`src/swled_pkg.sv`:
```
// ----------------------------------------------------------------------------
// swled_pkg
// shared types, constants and the command script table for the single-wire
// led program sequencer
// ----------------------------------------------------------------------------
`default_nettype none

package swled_pkg;

    // field widths
    localparam int KIND_W  = 3;
    localparam int TIME_W  = 16;
    localparam int DUR_W   = 17;
    localparam int PC_W    = 4;
    localparam int SUB_W   = 4;

    localparam logic [DUR_W-1:0] DUR_MAX = {DUR_W{1'b1}};

    // fixed waveform timing
    localparam logic [DUR_W-1:0] STANDBY_US = DUR_W'(10000);
    localparam logic [DUR_W-1:0] CAL_GAP_US = DUR_W'(50);

    // pulses per command group
    localparam int GRP_START_N = 2;
    localparam int GRP_END_N   = 3;
    localparam int GRP_ONCE_N  = 4;

    // default timing parameters
    localparam int DEF_CMD_PULSE_HIGH_US = 10;
    localparam int DEF_CMD_PULSE_LOW_US  = 10;
    localparam int DEF_ENTER_WINDOW_US   = 200;
    localparam int DEF_BLANK_US          = 100;
    localparam int DEF_CAL_PULSE_US      = 200;
    localparam int DEF_ADJUST_US         = 10;

    // queue between front and back
    localparam int QUEUE_DEPTH = 4;
    localparam int QPTR_W      = $clog2(QUEUE_DEPTH);

    // command kinds
    localparam logic [KIND_W-1:0] KIND_STEADY_ON   = 3'd0;
    localparam logic [KIND_W-1:0] KIND_OFF         = 3'd1;
    localparam logic [KIND_W-1:0] KIND_FLASH       = 3'd2;
    localparam logic [KIND_W-1:0] KIND_FLASH_ONCE  = 3'd3;
    localparam logic [KIND_W-1:0] KIND_SET_CURRENT = 3'd4;

    typedef struct packed {
        logic [KIND_W-1:0] kind;
        logic [TIME_W-1:0] current_code;
        logic [TIME_W-1:0] rise_time;
        logic [TIME_W-1:0] fall_time;
        logic [TIME_W-1:0] on_time;
        logic [TIME_W-1:0] off_time;
        logic              use_default;
    } t_in_beat;

    typedef struct packed {
        logic             pin_level;
        logic [DUR_W-1:0] duration_us;
        logic             hold;
        logic             last;
    } t_out_beat;

    // one raw, unmerged segment as produced by the front
    typedef struct packed {
        logic             level;
        logic [DUR_W-1:0] dur;
        logic             hold;
    } t_raw_seg;

    // queue handshake between front/back and the queue
    typedef struct packed {
        logic avail;
        logic full;
    } t_queue_status;

    // waveform building blocks of a command
    typedef enum logic [3:0] {
        M_NONE,
        M_STBY,
        M_START,
        M_END,
        M_ONCE,
        M_CAL,
        M_CUR,
        M_RAMP,
        M_HOLD_HI,
        M_HOLD_LO
    } t_macro;

    // building block at step pc of a command
    function automatic t_macro script_op(
        input logic [KIND_W-1:0] kind,
        input logic              use_def,
        input logic [PC_W-1:0]   pc
    );
        t_macro op;
        op = M_NONE;
        case (kind)
            KIND_STEADY_ON: begin
                case (pc)
                    4'd0:    op = M_STBY;
                    4'd1:    op = M_START;
                    4'd2:    op = M_CAL;
                    4'd3:    op = M_END;
                    4'd4:    op = M_STBY;
                    4'd5:    op = M_START;
                    4'd6:    op = M_CAL;
                    4'd7:    op = M_CUR;
                    4'd8:    op = M_END;
                    4'd9:    op = M_STBY;
                    default: op = M_HOLD_HI;
                endcase
            end
            KIND_OFF: begin
                case (pc)
                    4'd0:    op = M_STBY;
                    4'd1:    op = M_START;
                    4'd2:    op = M_END;
                    4'd3:    op = M_STBY;
                    default: op = M_HOLD_LO;
                endcase
            end
            KIND_FLASH: begin
                if (use_def) begin
                    case (pc)
                        4'd0:    op = M_STBY;
                        4'd1:    op = M_START;
                        4'd2:    op = M_END;
                        4'd3:    op = M_STBY;
                        default: op = M_HOLD_HI;
                    endcase
                end else begin
                    case (pc)
                        4'd0:    op = M_STBY;
                        4'd1:    op = M_START;
                        4'd2:    op = M_END;
                        4'd3:    op = M_STBY;
                        4'd4:    op = M_START;
                        4'd5:    op = M_CAL;
                        4'd6:    op = M_CUR;
                        4'd7:    op = M_RAMP;
                        4'd8:    op = M_END;
                        default: op = M_HOLD_HI;
                    endcase
                end
            end
            KIND_FLASH_ONCE: begin
                case (pc)
                    4'd0:    op = M_STBY;
                    4'd1:    op = M_ONCE;
                    default: op = M_HOLD_LO;
                endcase
            end
            KIND_SET_CURRENT: begin
                case (pc)
                    4'd0:    op = M_START;
                    4'd1:    op = M_CAL;
                    4'd2:    op = M_CUR;
                    4'd3:    op = M_END;
                    default: op = M_HOLD_LO;
                endcase
            end
            default: op = M_NONE;
        endcase
        return op;
    endfunction

endpackage

`default_nettype wire

```
`src/single_wire_led_program_sequencer_unit.sv`:
```
// ----------------------------------------------------------------------------
// single_wire_led_program_sequencer_unit
// turns one led command into the segment list of the single-wire control pin
// ----------------------------------------------------------------------------
// usage
//   input channel: i_valid / o_stall / i_beat, one command per beat
//   output channel: o_valid / i_stall / o_beat, one pin segment per beat
//   a beat moves when valid is high and stall is low at a rising edge
//   the front expands a command into raw segments for a four-entry queue, one
//   per cycle unless the queue is full; the back merges equal-level neighbors,
//   drops empty segments and holds each result in an output register
//   the front stays busy while it expands a command, which gives the most raw
//   segments for flash with pattern and the fewest for flash once; the next
//   command is taken as soon as the front has queued the final held segment
//   of the previous one
//   every known kind ends with a held segment marked hold and last; an unknown
//   kind is taken and gives no segments
//   receiver stall: the output register holds, the queue fills, then the
//   front waits and o_stall stays high
//   reset (synchronous, active low): queue emptied, both sides idle
// ----------------------------------------------------------------------------
`default_nettype none

module single_wire_led_program_sequencer_unit #(
    parameter int CMD_PULSE_HIGH_US = swled_pkg::DEF_CMD_PULSE_HIGH_US,
    parameter int CMD_PULSE_LOW_US  = swled_pkg::DEF_CMD_PULSE_LOW_US,
    parameter int ENTER_WINDOW_US   = swled_pkg::DEF_ENTER_WINDOW_US,
    parameter int BLANK_US          = swled_pkg::DEF_BLANK_US,
    parameter int CAL_PULSE_US      = swled_pkg::DEF_CAL_PULSE_US,
    parameter int ADJUST_US         = swled_pkg::DEF_ADJUST_US
) (
    input  wire                  i_clk,
    input  wire                  i_rst_n,
    // command beats
    input  wire                  i_valid,
    output logic                 o_stall,
    input  swled_pkg::t_in_beat  i_beat,
    // segment beats
    output logic                 o_valid,
    input  wire                  i_stall,
    output swled_pkg::t_out_beat o_beat
);
    import swled_pkg::*;

    // front to queue
    logic          push;
    t_raw_seg      push_seg;
    // queue to back
    logic          pop;
    t_raw_seg      head_seg;
    t_queue_status q_status;

    // command decode and segment expansion
    swled_front #(
        .CMD_PULSE_HIGH_US (CMD_PULSE_HIGH_US),
        .CMD_PULSE_LOW_US  (CMD_PULSE_LOW_US),
        .ENTER_WINDOW_US   (ENTER_WINDOW_US),
        .BLANK_US          (BLANK_US),
        .CAL_PULSE_US      (CAL_PULSE_US),
        .ADJUST_US         (ADJUST_US)
    ) u_front (
        .i_clk      (i_clk),
        .i_rst_n    (i_rst_n),
        .i_valid    (i_valid),
        .o_stall    (o_stall),
        .i_beat     (i_beat),
        .i_q_status (q_status),
        .o_push     (push),
        .o_push_seg (push_seg)
    );

    // decoupling queue, lets each side wait on its own
    swled_queue u_queue (
        .i_clk      (i_clk),
        .i_rst_n    (i_rst_n),
        .i_push     (push),
        .i_push_seg (push_seg),
        .i_pop      (pop),
        .o_head_seg (head_seg),
        .o_status   (q_status)
    );

    // merge, saturate and output register
    swled_back u_back (
        .i_clk      (i_clk),
        .i_rst_n    (i_rst_n),
        .i_q_status (q_status),
        .i_head_seg (head_seg),
        .o_pop      (pop),
        .o_valid    (o_valid),
        .i_stall    (i_stall),
        .o_beat     (o_beat)
    );

endmodule

`default_nettype wire

```
`src/swled_queue.sv`:
```
// ----------------------------------------------------------------------------
// swled_queue
// small fifo of raw segments between the front and the back
// ----------------------------------------------------------------------------
`default_nettype none

module swled_queue (
    input  wire                      i_clk,
    input  wire                      i_rst_n,
    input  wire                      i_push,
    input  swled_pkg::t_raw_seg      i_push_seg,
    input  wire                      i_pop,
    output swled_pkg::t_raw_seg      o_head_seg,
    output swled_pkg::t_queue_status o_status
);
    import swled_pkg::*;

    t_raw_seg          r_mem [QUEUE_DEPTH];
    logic [QPTR_W-1:0] r_wptr, n_wptr;
    logic [QPTR_W-1:0] r_rptr, n_rptr;
    logic [QPTR_W:0]   r_count, n_count;
    logic              push_ok, pop_ok;

    assign push_ok = i_push && (r_count != (QPTR_W+1)'(QUEUE_DEPTH));
    assign pop_ok  = i_pop && (r_count != '0);

    always_comb begin
        n_wptr  = push_ok ? r_wptr + 1'b1 : r_wptr;
        n_rptr  = pop_ok ? r_rptr + 1'b1 : r_rptr;
        n_count = r_count + (QPTR_W+1)'(push_ok) - (QPTR_W+1)'(pop_ok);
    end

    always_ff @(posedge i_clk) begin
        if (!i_rst_n) begin
            r_wptr  <= '0;
            r_rptr  <= '0;
            r_count <= '0;
        end else begin
            r_wptr  <= n_wptr;
            r_rptr  <= n_rptr;
            r_count <= n_count;
        end
    end

    always_ff @(posedge i_clk) begin
        if (push_ok) begin
            r_mem[r_wptr] <= i_push_seg;
        end
    end

    assign o_head_seg      = r_mem[r_rptr];
    assign o_status.avail  = (r_count != '0);
    assign o_status.full   = (r_count == (QPTR_W+1)'(QUEUE_DEPTH));

endmodule

`default_nettype wire

```
`src/swled_front.sv`:
```
// ----------------------------------------------------------------------------
// swled_front
// accepts a command and expands it into raw pin segments, one per cycle unless the queue is full
// ----------------------------------------------------------------------------
`default_nettype none

module swled_front #(
    parameter int CMD_PULSE_HIGH_US = swled_pkg::DEF_CMD_PULSE_HIGH_US,
    parameter int CMD_PULSE_LOW_US  = swled_pkg::DEF_CMD_PULSE_LOW_US,
    parameter int ENTER_WINDOW_US   = swled_pkg::DEF_ENTER_WINDOW_US,
    parameter int BLANK_US          = swled_pkg::DEF_BLANK_US,
    parameter int CAL_PULSE_US      = swled_pkg::DEF_CAL_PULSE_US,
    parameter int ADJUST_US         = swled_pkg::DEF_ADJUST_US
) (
    input  wire                      i_clk,
    input  wire                      i_rst_n,
    input  wire                      i_valid,
    output logic                     o_stall,
    input  swled_pkg::t_in_beat      i_beat,
    input  swled_pkg::t_queue_status i_q_status,
    output logic                     o_push,
    output swled_pkg::t_raw_seg      o_push_seg
);
    import swled_pkg::*;

    localparam int PulsePair = CMD_PULSE_HIGH_US + CMD_PULSE_LOW_US;
    localparam int GapStart  = ((ENTER_WINDOW_US > GRP_START_N * PulsePair) ?
                                ENTER_WINDOW_US - GRP_START_N * PulsePair : 0) + BLANK_US;
    localparam int GapEnd    = ((ENTER_WINDOW_US > GRP_END_N * PulsePair) ?
                                ENTER_WINDOW_US - GRP_END_N * PulsePair : 0) + BLANK_US;
    localparam int GapOnce   = ((ENTER_WINDOW_US > GRP_ONCE_N * PulsePair) ?
                                ENTER_WINDOW_US - GRP_ONCE_N * PulsePair : 0) + BLANK_US;

    localparam logic [DUR_W-1:0] PulseHi  = DUR_W'(CMD_PULSE_HIGH_US);
    localparam logic [DUR_W-1:0] PulseLo  = DUR_W'(CMD_PULSE_LOW_US);
    localparam logic [DUR_W-1:0] CalPulse = DUR_W'(CAL_PULSE_US);
    localparam logic [DUR_W-1:0] Adjust   = DUR_W'(ADJUST_US);

    typedef enum logic [1:0] {
        S_IDLE = 2'b01,
        S_RUN  = 2'b10
    } t_state;

    t_state            r_state, n_state;
    logic [PC_W-1:0]   r_pc, n_pc;
    logic [SUB_W-1:0]  r_sub, n_sub;
    logic [KIND_W-1:0] r_kind;
    logic              r_use_def;
    logic [DUR_W-1:0]  r_cur, r_rise, r_fall, r_on, r_off;

    t_macro            macro;
    t_raw_seg          seg;
    logic              done;
    logic [SUB_W-1:0]  grp_last;
    logic [DUR_W-1:0]  grp_gap;
    logic              accept;

    assign o_stall = (r_state != S_IDLE);
    assign accept  = i_valid && (r_state == S_IDLE);
    assign macro   = script_op(r_kind, r_use_def, r_pc);

    // segment for the current step of the building block
    always_comb begin
        seg      = '{level: 1'b0, dur: '0, hold: 1'b0};
        done     = 1'b0;
        grp_last = SUB_W'(2 * GRP_START_N);
        grp_gap  = DUR_W'(GapStart);
        case (macro)
            M_STBY: begin
                seg.dur = STANDBY_US;
                done    = 1'b1;
            end
            M_START, M_END, M_ONCE: begin
                if (macro == M_END) begin
                    grp_last = SUB_W'(2 * GRP_END_N);
                    grp_gap  = DUR_W'(GapEnd);
                end else if (macro == M_ONCE) begin
                    grp_last = SUB_W'(2 * GRP_ONCE_N);
                    grp_gap  = DUR_W'(GapOnce);
                end
                if (r_sub == grp_last) begin
                    seg.dur = grp_gap;
                    done    = 1'b1;
                end else begin
                    seg.level = ~r_sub[0];
                    seg.dur   = r_sub[0] ? PulseLo : PulseHi;
                end
            end
            M_CAL: begin
                case (r_sub)
                    4'd0: seg.dur = CAL_GAP_US;
                    4'd1: begin
                        seg.level = 1'b1;
                        seg.dur   = CalPulse;
                    end
                    default: begin
                        seg.dur = CAL_GAP_US;
                        done    = 1'b1;
                    end
                endcase
            end
            M_CUR: begin
                seg.level = ~r_sub[0];
                seg.dur   = r_cur;
                done      = r_sub[0];
            end
            M_RAMP: begin
                case (r_sub[1:0])
                    2'd0: begin
                        seg.level = 1'b1;
                        seg.dur   = r_rise;
                    end
                    2'd1: seg.dur = r_on;
                    2'd2: begin
                        seg.level = 1'b1;
                        seg.dur   = r_fall;
                    end
                    default: seg.dur = r_off;
                endcase
                done = (r_sub == SUB_W'(11));
            end
            M_HOLD_HI, M_HOLD_LO: begin
                seg.level = (macro == M_HOLD_HI);
                seg.hold  = 1'b1;
                done      = 1'b1;
            end
            default: begin
                done = 1'b1;
            end
        endcase
    end

    assign o_push     = (r_state == S_RUN) && (macro != M_NONE) && !i_q_status.full;
    assign o_push_seg = seg;

    always_comb begin
        n_state = r_state;
        n_pc    = r_pc;
        n_sub   = r_sub;
        case (r_state)
            S_IDLE: begin
                if (accept) begin
                    n_state = S_RUN;
                    n_pc    = '0;
                    n_sub   = '0;
                end
            end
            S_RUN: begin
                if (macro == M_NONE) begin
                    n_state = S_IDLE;
                end else if (!i_q_status.full) begin
                    if (done) begin
                        n_sub = '0;
                        n_pc  = r_pc + 1'b1;
                        if (seg.hold) begin
                            n_state = S_IDLE;
                        end
                    end else begin
                        n_sub = r_sub + 1'b1;
                    end
                end
            end
            default: n_state = S_IDLE;
        endcase
    end

    always_ff @(posedge i_clk) begin
        if (!i_rst_n) begin
            r_state <= S_IDLE;
            r_pc    <= '0;
            r_sub   <= '0;
        end else begin
            r_state <= n_state;
            r_pc    <= n_pc;
            r_sub   <= n_sub;
        end
    end

    // command fields captured at accept, each duration adjusted once
    always_ff @(posedge i_clk) begin
        if (accept) begin
            r_kind    <= i_beat.kind;
            r_use_def <= i_beat.use_default;
            r_cur     <= DUR_W'(i_beat.current_code) + Adjust;
            r_rise    <= DUR_W'(i_beat.rise_time) + Adjust;
            r_fall    <= DUR_W'(i_beat.fall_time) + Adjust;
            r_on      <= DUR_W'(i_beat.on_time) + Adjust;
            r_off     <= DUR_W'(i_beat.off_time) + Adjust;
        end
    end

endmodule

`default_nettype wire

```
`src/swled_back.sv`:
```
// ----------------------------------------------------------------------------
// swled_back
// merges raw segments of equal level, drops empty ones, drives the output beat
// ----------------------------------------------------------------------------
`default_nettype none

module swled_back (
    input  wire                      i_clk,
    input  wire                      i_rst_n,
    input  swled_pkg::t_queue_status i_q_status,
    input  swled_pkg::t_raw_seg      i_head_seg,
    output logic                     o_pop,
    output logic                     o_valid,
    input  wire                      i_stall,
    output swled_pkg::t_out_beat     o_beat
);
    import swled_pkg::*;

    // pending segment, still open for merging
    logic             r_pv, n_pv;
    t_raw_seg         r_pend, n_pend;
    logic             r_out_valid, n_out_valid;
    t_out_beat        r_out, n_out;

    logic             out_free;
    logic             load;
    logic [DUR_W:0]   sum;

    assign out_free = !r_out_valid || !i_stall;
    assign sum      = {1'b0, r_pend.dur} + {1'b0, i_head_seg.dur};

    always_comb begin
        o_pop  = 1'b0;
        load   = 1'b0;
        n_pv   = r_pv;
        n_pend = r_pend;
        n_out  = r_out;
        if (r_pv && r_pend.hold) begin
            if (out_free) begin
                load  = 1'b1;
                n_out = '{pin_level: r_pend.level, duration_us: '0, hold: 1'b1, last: 1'b1};
                n_pv  = 1'b0;
            end
        end else if (i_q_status.avail) begin
            if (i_head_seg.hold) begin
                if (!r_pv) begin
                    o_pop  = 1'b1;
                    n_pv   = 1'b1;
                    n_pend = i_head_seg;
                end else if (out_free) begin
                    o_pop  = 1'b1;
                    load   = 1'b1;
                    n_out  = '{pin_level: r_pend.level, duration_us: r_pend.dur,
                               hold: 1'b0, last: 1'b0};
                    n_pend = i_head_seg;
                end
            end else if (i_head_seg.dur == '0) begin
                o_pop = 1'b1;
            end else if (r_pv && (r_pend.level == i_head_seg.level)) begin
                o_pop      = 1'b1;
                n_pend.dur = sum[DUR_W] ? DUR_MAX : sum[DUR_W-1:0];
            end else if (!r_pv) begin
                o_pop  = 1'b1;
                n_pv   = 1'b1;
                n_pend = i_head_seg;
            end else if (out_free) begin
                o_pop  = 1'b1;
                load   = 1'b1;
                n_out  = '{pin_level: r_pend.level, duration_us: r_pend.dur,
                           hold: 1'b0, last: 1'b0};
                n_pend = i_head_seg;
            end
        end
        n_out_valid = load ? 1'b1 : (r_out_valid && i_stall);
    end

    always_ff @(posedge i_clk) begin
        if (!i_rst_n) begin
            r_pv        <= 1'b0;
            r_out_valid <= 1'b0;
        end else begin
            r_pv        <= n_pv;
            r_out_valid <= n_out_valid;
        end
    end

    always_ff @(posedge i_clk) begin
        r_pend <= n_pend;
        if (load) begin
            r_out <= n_out;
        end
    end

    assign o_valid = r_out_valid;
    assign o_beat  = r_out;

endmodule

`default_nettype wire
```
`config.mk`:
```
export PLATFORM = sky130hd
export DESIGN_NAME = single_wire_led_program_sequencer_unit
export DESIGN_NICKNAME = d
export VERILOG_FILES = /design/src/swled_pkg.sv /design/src/single_wire_led_program_sequencer_unit.sv /design/src/swled_queue.sv /design/src/swled_front.sv /design/src/swled_back.sv
export SDC_FILE = /design/constraint.sdc
export NUM_CORES = 1
export LEC_CHECK = 0
export BUFFER_PORTS_ARGS = -buffer_cell sky130_fd_sc_hd__buf_2
export CORE_ASPECT_RATIO = 0.8
export CORE_MARGIN = 8
export CORE_UTILIZATION = 50
export CTS_BUF_LIST = sky130_fd_sc_hd__clkbuf_8
export DETAILED_ROUTE_END_ITERATION = 10
export GPL_TIMING_DRIVEN = 0
export HOLD_SLACK_MARGIN = 0.02
export PLACE_DENSITY = 0.69
export SLEW_MARGIN = 20
export SYNTH_ARGS = -nofsm -noshare
export SYNTH_HDL_FRONTEND = slang
export SYNTH_SLANG_ARGS = --single-unit
```
`constraint.sdc`:
```
create_clock -name i_clk -period 8.5 [get_ports i_clk]
set_input_delay 1.7 -clock i_clk [delete_from_list [all_inputs] [get_ports i_clk]]
set_output_delay 1.7 -clock i_clk [all_outputs]
set_load 0.03 [all_outputs]
```
# ---- Word-level counts from Yosys, hierarchy flattened
# Memories as Yosys holds them, arrays and structs flattened. A register that Yosys moved wholly into a read port is not among the register bits.
# Index checks and enable logic that the tools add are counted.
dict set report totals {
  ff_bits 147
  mem_bits_rw 76
  romBits 128
  in_bits 88
  output_inout_bits 22
  word_cells 199
  mem_count 3
}
# name depth word_bits rd rd_ports_with_merged_regs wr line_no
set memory_table {}
lappend memory_table {u_queue.r_mem 4 19 1 1 1 swled_queue.sv:18} ;# t_raw_seg r_mem [QUEUE_DEPTH];
lappend memory_table {{(no name shown)} 16 4 1 1 0 swled_pkg.sv:101} ;# case (pc)
lappend memory_table {{(no name shown)} 16 4 1 1 0 swled_pkg.sv:134} ;# case (pc)
dict set report classes {
  n_addsub 12
  eq_ne 42
  n_mux 84
  n_bitwise 2
  reduce_logical 34
}
# op count
set ops {}
lappend ops {{$mux W20} 8}
lappend ops {{$mux W19} 6}
lappend ops {{$add A16 B4 Y17 const B} 5}
lappend ops {{$pmux W17 S5} 1}
lappend ops {{$mux W17} 4}
lappend ops {{$mux W4} 15}
lappend ops {{$pmux W17 S3} 1}
lappend ops {{$mux W1} 30}
lappend ops {{$pmux W4 S2} 3}
lappend ops {{$pmux W4 S3} 2}
lappend ops {{$pmux W4 S5} 1}
lappend ops {{$reduce_and A5 Y1} 4}
lappend ops {{$add A17 B17 Y18} 1}
lappend ops {{$logic_not A17 Y1} 1}
lappend ops {{$eq A4 B2 Y1 const B} 4}
lappend ops {{$eq A4 B3 Y1 const B} 4}
lappend ops {{$pmux W4 S4} 1}
lappend ops {{$mux W2} 7}
lappend ops {{$eq A4 B1 Y1 const B} 3}
lappend ops {{$eq A4 B4 Y1 const B} 3}
lappend ops {{$logic_not A4 Y1} 3}
lappend ops {{$ne A3 B2 Y1 const B} 4}
lappend ops {{$ne A3 B3 Y1 const B} 4}
lappend ops {{$reduce_and A4 Y1} 3}
lappend ops {{other kinds (29)} 56}

# ---- Depth between registers and ports, before layout
dict set report logic_depth {
  depth_word 18
  ltp_mapped 19
  mapped_depth_nobuf 16
}

# ---- Modules after synthesis
# Synthesis repeated with hierarchy kept, for this count alone.
dict set report hier_totals {
  hier_cells 970
  hier_area_um2 11900.2
}
# module n_inst cells_per_inst area_each_um2 seq_area_each_um2
set modules_own_cells {}
lappend modules_own_cells {swled_front 1 582 6100.9 3032.9}
lappend modules_own_cells {swled_queue 1 147 3270.6 2462.4}
lappend modules_own_cells {swled_back 1 241 2528.7 1181.1}

# ---- Worst setup path before layout
# No wires, ideal clock.
dict set report synth_timing {
  path_type {input to register}
  startpoint {input port i_valid}
  endpoint {register with a tool-made name}
  setup_time_ns 0.129
  arrival_time_ns 4.581
  t_required_ns 8.371
  path_slack_ns 3.790
  path_stages 8
  cell_sequence {nand3_1 -> inv_1 -> nor2_1 -> o2111a_1 -> nor2_2 -> inv_2 -> o22ai_1 -> o22ai_1}
}
# item line_no
set synth_rtl {}
lappend synth_rtl {{from (decl)} single_wire_led_program_sequencer_unit.sv:35} ;# input wire i_valid,

==> results.cfg <==
[run_status]
outcome = finished clean

[die]
coreArea_mm2 = 0.02308
start_util_pct = 50.20
fp.dieW_um = 186.2
io_pins = 110
row_count = 50
dieArea_mm2 = 0.02833
dieHeight_um = 152.2

[grt]
grt_start_max_net_pins = 56
grt_pass1_vias = 7650
grt_pass1_wl_um = 40010
overflow = 0
grt_usage_pct = 17.84
antenna_found_initial = 1

[clock_network]
clockRootBuffer = clkbuf_8
max-clock-path-buffers = 3
cts_buffers = 38
cts_tree = done
worstSkewPairLatency_ns = 0.55
hold_buffers = 0
cts_sinks = 232
cts_resized = 0
post_cts_buffers = 0
htree_levels = 2
path_clk_slew_ns = 0.06

[layout]
num_antenna_cells = 0
stdcell_area_mm2 = 0.01333
drive_gt1_share_pct = 19.87
syn_to_final_growth_pct = 15.07
final_common_cell = edfxtp_1
finish.utilization_pct = 57.76
layout_common_cells = 203 x edfxtp_1, 113 x buf_2, 88 x nor2_1
layout.nets = 1216
n_fill_cell = 1867

[detailed_routing]
dr.pass1.iters = 9
num_vias = 7916
wl_per_cell_um = 17.70
drc_errors = 0
ant_nets = 0
drt-initial-drc-count = 789
drt-total-wl_um = 25290
drt-vias-per-instance = 5.540

[synth]
syn_area_per_cell_um2 = 12.38
synth-edff-count = 203
syn_area_mm2 = 0.01159
seq_area_frac_synth_pct = 57.62
syn-num-nets = 1064
synth_ff_type = edfxtp_1
synthArstFlopShare_pct = 0
synth_warnings = 0
synthCells = 936
yosys.cell_types.count = 79
ys_seq_elements = 232

[setup_path]
worst_setup_path_start_kind = flip-flop
endpoint_kind = flip-flop
crit_type = flip-flop to flip-flop
critical_path_required_ns = 8.90
cp.arrival_ns = 5.38
worstRegToRegCells = 16
path_max_fanout = 10

[power]
p_leak_nw = 4.819
power_density_mw_per_mm2 = 279.6
ir_drop_mv = 0.1254

[sta]
setup_viol = 0
worst_slew_pin_slew_ns = 1.058
post-route-period-util_pct = 58.55
fin_crit_ns = 4.977
hold_viol = 0
fin_hold_ws_ns = 0.5263
max-slew-margin-rel_pct = 29.48
tns_ns = 0
skew_ns = 0.03335
slew_viol_final = 0
fmax_mhz = 200.9
rsz0062_at_grt = no

[flow_run]
maxCapViolations = 0

[min_path]
hold_depth = 2
min_path_type = flip-flop to flip-flop

[placed_design]
io_buffers = 109
dp_hpwl_um = 18740
place_area_mm2 = 0.01259
gp_congestion = 0.9200
==> kinds of logic after synthesis <==
logic type / count (synthesis) / share of synthesized area, %
and+or+nand+nor: 292 / 12.50
DFF: 232 / 57.62
AOI/OAI and AO/OA: 190 / 11.79
xor gates and xnor gates: 85 / 6.425
buffers and inverters: 69 / 2.581
adders and majority gates: 40 / 4.449
muxes: 28 / 4.632
==> cells in the mapped netlist, types with 3 or more instances <==
cell type | number | share of area, %
nand4_1 | 10 | 0.54
edfxtp_1 | 203 | 53
a211oi_1 | 3 | 0.19
a22oi_1 | 4 | 0.26
clkbuf_1 | 21 | 0.68
ha_1 | 38 | 4.1
a222oi_1 | 17 | 1.5
o22a_1 | 16 | 1.2
nand2_1 | 67 | 2.2
nor3_1 | 10 | 0.43
nor2b_1 | 9 | 0.49
o21bai_1 | 3 | 0.19
o2111ai_1 | 5 | 0.38
and3_1 | 14 | 0.76
xnor2_1 | 59 | 4.5
o21ai_0 | 36 | 1.6
nor2_1 | 88 | 2.9
nor4_1 | 7 | 0.38
or2_2 | 5 | 0.27
buf_2 | 4 | 0.17
nand2b_1 | 5 | 0.27
a21oi_1 | 51 | 2.2
o31ai_1 | 5 | 0.32
o22ai_1 | 6 | 0.32
buf_4 | 5 | 0.32
a21boi_0 | 4 | 0.26
nand3_1 | 29 | 1.3
nor3b_1 | 3 | 0.19
inv_1 | 33 | 1.1
o211ai_1 | 4 | 0.26
mux4_2 | 19 | 3.7
and2_1 | 26 | 1.4
dfxtp_1 | 29 | 5.0
a31oi_1 | 7 | 0.38
xor2_1 | 26 | 2.0
or3_1 | 3 | 0.16
a21o_1 | 3 | 0.19
mux2i_1 | 6 | 0.52
==> sequential cells by signal, indices dropped and copies added, names as in the netlist, named ones only <==
| signal | cells |
|---|---|
| u_front.r_pc | 4 |
| u_front.r_off | 17 |
| u_back.r_pv | 1 |
| u_back.o_beat | 19 |
| u_queue.r_count | 3 |
| u_back.o_valid | 1 |
| u_front.r_state | 2 |
| u_front.r_cur | 17 |
| u_front.r_on | 17 |
| u_front.r_kind | 3 |
| u_front.r_fall | 17 |
| u_front.r_use_def | 1 |
| u_queue.r_mem | 76 |
| u_queue.r_wptr | 2 |
| u_back.r_pend | 19 |
| u_front.r_sub | 4 |
| u_front.r_rise | 17 |
| u_queue.r_rptr | 2 |
==> path summary, 6_finish.rpt <==
path	start	endpoint	slack (ns)
worst max-delay path	flip-flop	u_back.r_pend[13]	3.52
worst min-delay path	u_queue.r_rptr[1]	flip-flop	0.53
worst max register to register	flip-flop	u_back.r_pend[13]	3.52
worst min register to register	u_queue.r_rptr[1]	flip-flop	0.53
==> per-layer routing <==
layer | global-route usage [%] | up-vias | wire length (um)
met5 | 0 | - | 14
met3 | 4.028 | 35 | 2090
li1 | - | 3834 | -
met1 | 26.85 | 3761 | 12070
met2 | 25.45 | 284 | 10710
met4 | 4.681 | 2 | 415
==> through the flow <==
stage               power, mW  worst slack, ns  std cells
floorplan               2.457            3.790        936
global placement        2.742            2.656       1357
detailed placement      2.777            3.604       1360
CTS                     3.750            3.521       1429
global route            3.946            3.148       1429
finish                  3.728            3.523       1429
==> final cells by class <==
type	count	area [um^2]	share of cell area, %
Sequential cell	232	6676	50.07
Buffer	34	166.4	1.248
Timing Repair Buffer	112	599.3	4.495
Multi-Input combinational cell	635	4619	34.64
Clock buffer	42	578.1	4.335
Clock inverter	27	168.9	1.267
Inverter	35	135.1	1.013
Tap cell	312	390.4	2.928
==> critical path, stage by stage (launching register included) <==
cell and delay (ns):
dfxtp_1 0.31, clkbuf_1 0.49, clkbuf_1 0.52, mux4_2 0.46, ha_1 0.32, a21o_1 0.12, a21oi_1 0.09, o21ai_0 0.27
nand3_1 0.11, a21bo_2 0.22, a211oi_1 0.42, nor4_1 0.12, o21ai_0 0.30, o2111ai_1 0.21, nand2_1 0.20, clkbuf_1 0.43
o22a_1 0.23
==> where the power goes <==
group | leakage, nW | total, mW | internal, mW | switching, mW
combinational | 2.28 | 1.25 | 0.515 | 0.732
sequential | 2.10 | 1.52 | 1.46 | 0.0630
clock | 0.437 | 0.962 | 0.518 | 0.444
(Power assumes the default switching activity.)
